File: src/hw/rtl/max_gap_after_insertion_top_assert.svh
// Assertion macros for the max gap block.
`ifndef MAX_GAP_AFTER_INSERTION_TOP_ASSERT_SVH
`define MAX_GAP_AFTER_INSERTION_TOP_ASSERT_SVH

// Same-cycle implication under the block reset.
`define MGA_ASSERT_NOW(label, clk, rst_n, ante, cons, msg) \
	label: assert property (@(posedge clk) disable iff (!(rst_n)) (ante) |-> (cons)) \
		else $error(msg);

// Next-cycle implication under the block reset.
`define MGA_ASSERT_NEXT(label, clk, rst_n, ante, cons, msg) \
	label: assert property (@(posedge clk) disable iff (!(rst_n)) (ante) |=> (cons)) \
		else $error(msg);

`endif

File: src/hw/rtl/mga_pkg.sv
package mga_pkg;

	localparam int POS_BITS    = 16;
	localparam int MAX_POINTS  = 1024;
	localparam int CNT_W       = $clog2(MAX_POINTS + 1);

	// 4:1 reduction tree, one register per level
	localparam int TREE_STAGES = ($clog2(MAX_POINTS) + 1) / 2;
	localparam int TREE_LEAVES = 1 << (2 * TREE_STAGES);
	localparam int TREE_NODES  = (TREE_LEAVES - 1) / 3;

	// wait from a stable cell state to a valid tree root: leaf register plus tree levels
	localparam int PASS_LAT    = TREE_STAGES + 1;
	localparam int WAIT_W      = $clog2(PASS_LAT + 1);

	localparam logic [POS_BITS-1:0] SEG_RESET = POS_BITS'(65535);

	typedef struct packed {
		logic                dup;
		logic [POS_BITS-1:0] gap;
	} node_t;

endpackage

File: src/hw/rtl/mga_cell.sv
module mga_cell (
	input  logic                         clk,
	input  logic [mga_pkg::POS_BITS-1:0] p,
	input  logic [mga_pkg::POS_BITS-1:0] len,
	input  logic [mga_pkg::POS_BITS-1:0] left_pt,
	input  logic                         left_gt,
	input  logic [mga_pkg::CNT_W-1:0]    count,
	input  logic [mga_pkg::CNT_W-1:0]    idx,
	input  logic                         ins,
	output logic [mga_pkg::POS_BITS-1:0] pt,
	output logic                         gt,
	output mga_pkg::node_t               leaf
);
	import mga_pkg::*;

	logic                occ;
	logic                slot;
	logic                last;
	logic [POS_BITS-1:0] pt_q;
	logic [POS_BITS-1:0] step_gap;
	logic [POS_BITS-1:0] end_gap;
	node_t               leaf_q;

	assign occ      = idx < count;
	assign slot     = idx == count;
	assign last     = CNT_W'(idx + 1'b1) == count;
	assign gt       = occ && (pt_q > p);
	assign step_gap = pt_q - left_pt;
	assign end_gap  = last ? (len - pt_q) : '0;

	always_ff @(posedge clk) begin
		// shift right behind the new point, or take it at the first larger cell or the slot
		if (ins) begin
			if (left_gt) begin
				pt_q <= left_pt;
			end else if (gt || slot) begin
				pt_q <= p;
			end
		end
		leaf_q.dup <= occ && (pt_q == p);
		leaf_q.gap <= !occ ? '0 : ((end_gap > step_gap) ? end_gap : step_gap);
	end

	assign pt   = pt_q;
	assign leaf = leaf_q;

endmodule

File: config.mk
export PLATFORM = sky130hd
export DESIGN_NAME = mga_cell
export DESIGN_NICKNAME = d
export VERILOG_FILES = /design/src/hw/rtl/max_gap_after_insertion_top_assert.svh /design/src/hw/rtl/mga_pkg.sv /design/src/hw/rtl/mga_cell.sv
export SDC_FILE = /design/constraint.sdc
export NUM_CORES = 1
export LEC_CHECK = 0
export ABC_AREA = 1
export BUFFER_PORTS_ARGS = -buffer_cell sky130_fd_sc_hd__buf_4
export CAP_MARGIN = 25
export CORE_ASPECT_RATIO = 1.25
export CORE_UTILIZATION = 33
export DETAILED_ROUTE_END_ITERATION = 16
export PLACE_DENSITY_LB_ADDON = 0.15
export SYNTH_ARGS = -nofsm -noshare
export SYNTH_HDL_FRONTEND = slang
export SYNTH_SLANG_ARGS = --single-unit
File: constraint.sdc
create_clock -name clk -period 3.4 [get_ports clk]
set_input_delay 0.17 -clock clk [delete_from_list [all_inputs] [get_ports clk]]
set_output_delay 0.17 -clock clk [all_outputs]
set_load 0.02 [all_outputs]
==> run_results.csv <==
group,metric,value,unit
cts,path_clk_slew,60,ps
sta,slew_violations,0,
status,status,"completed",
cts,cts_hold_buf,0,
detailed_routing,first_pass_iters,4,
final_layout,n_fill_cell,1523,
cts,clock_sinks,33,
synthesis,ys_ff_latch,33,
synthesis,ys_seq_area_share,17.2,%
hold_path,hold_depth,3,
sta,slew_headroom,68.5,%
detailed_routing,route.met2.wl,6.55,mm
hold_path,hold_end,"pt[7]$_DFFE_PP_",
final_layout,final_cell_mix,"nand2_1 (228), inv_1 (140), buf_4 (125)",
global_routing,grt_pass1_vias,4662,
synthesis,ys_types,31,
detailed_routing,vias_per_cell,4.71,
cts,cts_inserted_buffers,5,
placed_design,pre_cts_ws,200,ps
critical_path,worst_ep_required_time,3620,ps
placed_design,postPlaceCellArea,5890,um^2
cts,clk_latency,290,ps
job,cap_violations,0,
global_routing,grt_pass1_wl,21.8,mm
detailed_routing,drt-met1-wl,6.31,mm
detailed_routing,vias,4947,
floorplan,chipWidth,110,um
cts,clk_path_buf_depth,2,
synthesis,synth_area_leader_cell,"ha_1",
synthesis,synth_enable_flop_cells,16,
critical_path,arrival,3360,ps
synthesis,synth.area.top_cells,"ha_1 (19%), nand2_1 (18%), inv_1 (11%)",
synthesis,yosysWarnings,0,
synthesis,synth_top_flop_cell,"dfxtp_1",
final_layout,antenna-diode-count,0,
placed_design,dp_hpwl,11.8,mm
critical_path,cp-end-kind,"flop",
critical_path,r2r_setup_slack,250,ps
cts,h-tree-depth,2,
floorplan,initial_core_util,34.2,%
sta,setup_viol,0,
cts,cts_tree,"yes",
hold_path,hp-start,"left_pt[7]",
detailed_routing,drc,0,
final_layout,final_common_cell,"nand2_1",
floorplan,die_area,14900,um^2
cts,cts-root-buf,"clkbuf_16",
hold_path,hold_class,"in2reg",
detailed_routing,highest_layer,"met4",
synthesis,syn_area_per_cell,6.38,um^2
final_layout,drive_above_1_share,20.1,%
pwr,pwr_density_cell,327,nW/um^2
critical_path,cp-start-kind,"flop",
critical_path,worstRegToRegCells,19,
pwr,p_leak,3.54,nW
synthesis,yosys.area.top_type_share,19.4,%
critical_path,crit_fanout,15,
sta,max_freq,0.318,GHz
sta,fin_tns_setup,0,ps
pwr,p_total,1.99,mW
global_routing,grt_remaining_overflow,0,
synthesis,syn_inst,748,
global_routing,grt_use_total,18.9,%
synthesis,synth_nets,897,
floorplan,die_height,136,um
sta,final_hold_viol_count,0,
critical_path,worstSetupPathType,"reg2reg",
sta,layout_setup_ws,252,ps
detailed_routing,wirelength,13.7,mm
final_layout,design_area,6100,um^2
final_layout,nNetsFinal,1023,
critical_path,r2r_start,"pt[6]$_DFFE_PP_",
floorplan,core,13900,um^2
detailed_routing,wl_met3,623,um
placed_design,gp_congestion,0.875,
critical_path,reg2reg_to,"leaf[2]$_SDFF_PN0_",
global_routing,grt_max_degree,33,
detailed_routing,wire_per_inst,13.0,um
final_layout,area_growth_syn_to_layout,27.9,%
detailed_routing,antenna_left,0,
synthesis,syn_area,4770,um^2
sta,fin_worst_skew,7.50,ps
sta,rsz0062_at_grt,"false",
sta,worst_slew_pin_slew,472,ps
sta,holdWs,173,ps
detailed_routing,drtIter0Drc,245,
floorplan,rows,48,
pwr,ir_worst_vdd,0.000194,V
placed_design,port-buffer-count,106,
floorplan,pin_count,107,
global_routing,antenna_found_initial,0,
synthesis,synthArstFlopShare,0,%
sta,min_period,3150,ps
sta,period_share,92.6,%
## per-stage QoR
step | instances | utilization, %
finish | 1050 | 43.8
global route | 1050 | 43.8
CTS | 1047 | 43.5
detailed placement | 1039 | 42.3
global placement | 1039 | 42.3
floorplan | 748 | -
## where the power goes
group / leakage, nW / total (mW) / switching, mW / internal [mW]
sequential: 0.295 / 0.498 / 0.0232 / 0.475
combinational: 3.16 / 0.952 / 0.569 / 0.383
clock: 0.0841 / 0.544 / 0.177 / 0.366
## synthesized netlist by cell type, types with 2 or more instances
| master | instances |
|---|---|
| and3_1 | 8 |
| a21o_1 | 5 |
| nor2_4 | 2 |
| dfxtp_1 | 17 |
| edfxtp_1 | 16 |
| or2_2 | 2 |
| o21bai_1 | 2 |
| nand2_2 | 4 |
| xnor2_1 | 11 |
| a21oi_1 | 54 |
| nor2_1 | 36 |
| clkbuf_1 | 5 |
| nand2_4 | 2 |
| o21a_1 | 4 |
| nand3_2 | 11 |
| nor3_1 | 4 |
| xor2_1 | 7 |
| o21ai_0 | 36 |
| nand2_1 | 229 |
| nor2_2 | 5 |
| ha_1 | 74 |
| nand4_1 | 12 |
| nand3_1 | 37 |
| inv_1 | 140 |
| nand3b_1 | 8 |
| a21oi_2 | 11 |
| fa_1 | 2 |
## worst max-delay path: stages (launching register included)
cell,delay [ps]
edfxtp_1,430
inv_1,70
ha_1,350
nand2_1,100
nand2_1,70
nand2_1,80
nand3_1,90
inv_1,90
nand3_1,100
or2_2,300
and3_1,170
ha_1,320
a21oi_2,130
o21ai_0,80
a21oi_1,130
nand2_1,80
nand2_2,90
inv_1,90
buf_12,160
a21oi_1,130
## repair_timing
action	CTS	global route
setup endpoints to repair	0	16
gates resized for setup	0	5
hold endpoints to repair	0	0
buffers inserted	0	3
## worst max-delay path by stage
stage / startpoint / end / cells past startpoint
2_1_floorplan: pt[0]$_DFFE_PP_ / leaf[10]$_SDFF_PN0_ / 22
3_3_place_gp: idx[1] / leaf[2]$_SDFF_PN0_ / 26
3_5_place_dp: idx[1] / leaf[1]$_SDFF_PN0_ / 26
4_1_cts: pt[0]$_DFFE_PP_ / leaf[2]$_SDFF_PN0_ / 22
5_1_grt: pt[0]$_DFFE_PP_ / leaf[14]$_SDFF_PN0_ / 23
6_report: pt[6]$_DFFE_PP_ / leaf[2]$_SDFF_PN0_ / 19
## logic make-up (layout without fill, tap and decap cells)
group	Yosys count	count (layout)	share of synthesized area [%]
compound gates	112	112	13.2
xor+xnor	18	18	3.31
fa+ha+maj	76	76	20.3
buf+inv	148	275	12.2
flops	33	33	17.2
simple gates	361	361	33.9
## final cells by class
class | instances | area, um^2 | area share, %
Sequential cell | 33 | 821 | 13.5
Tap cell | 175 | 219 | 3.59
Inverter | 140 | 526 | 8.62
Multi-Input combinational cell | 567 | 3380 | 55.5
Clock buffer | 7 | 143 | 2.34
Timing Repair Buffer | 127 | 978 | 16.0
Clock inverter | 1 | 30.0 | 0.492
## state kept, by name, summed over array words and instances, names as in the netlist
signal,flops
pt,16
leaf,17
## metal layers
layer	up-vias	track usage [%]
met4	0	4.44
met2	111	33.1
li1	2661	-
met3	13	2.40
met1	2162	24.2
met5	-	0
No activity file was read; power rests on OpenSTA's default activity.
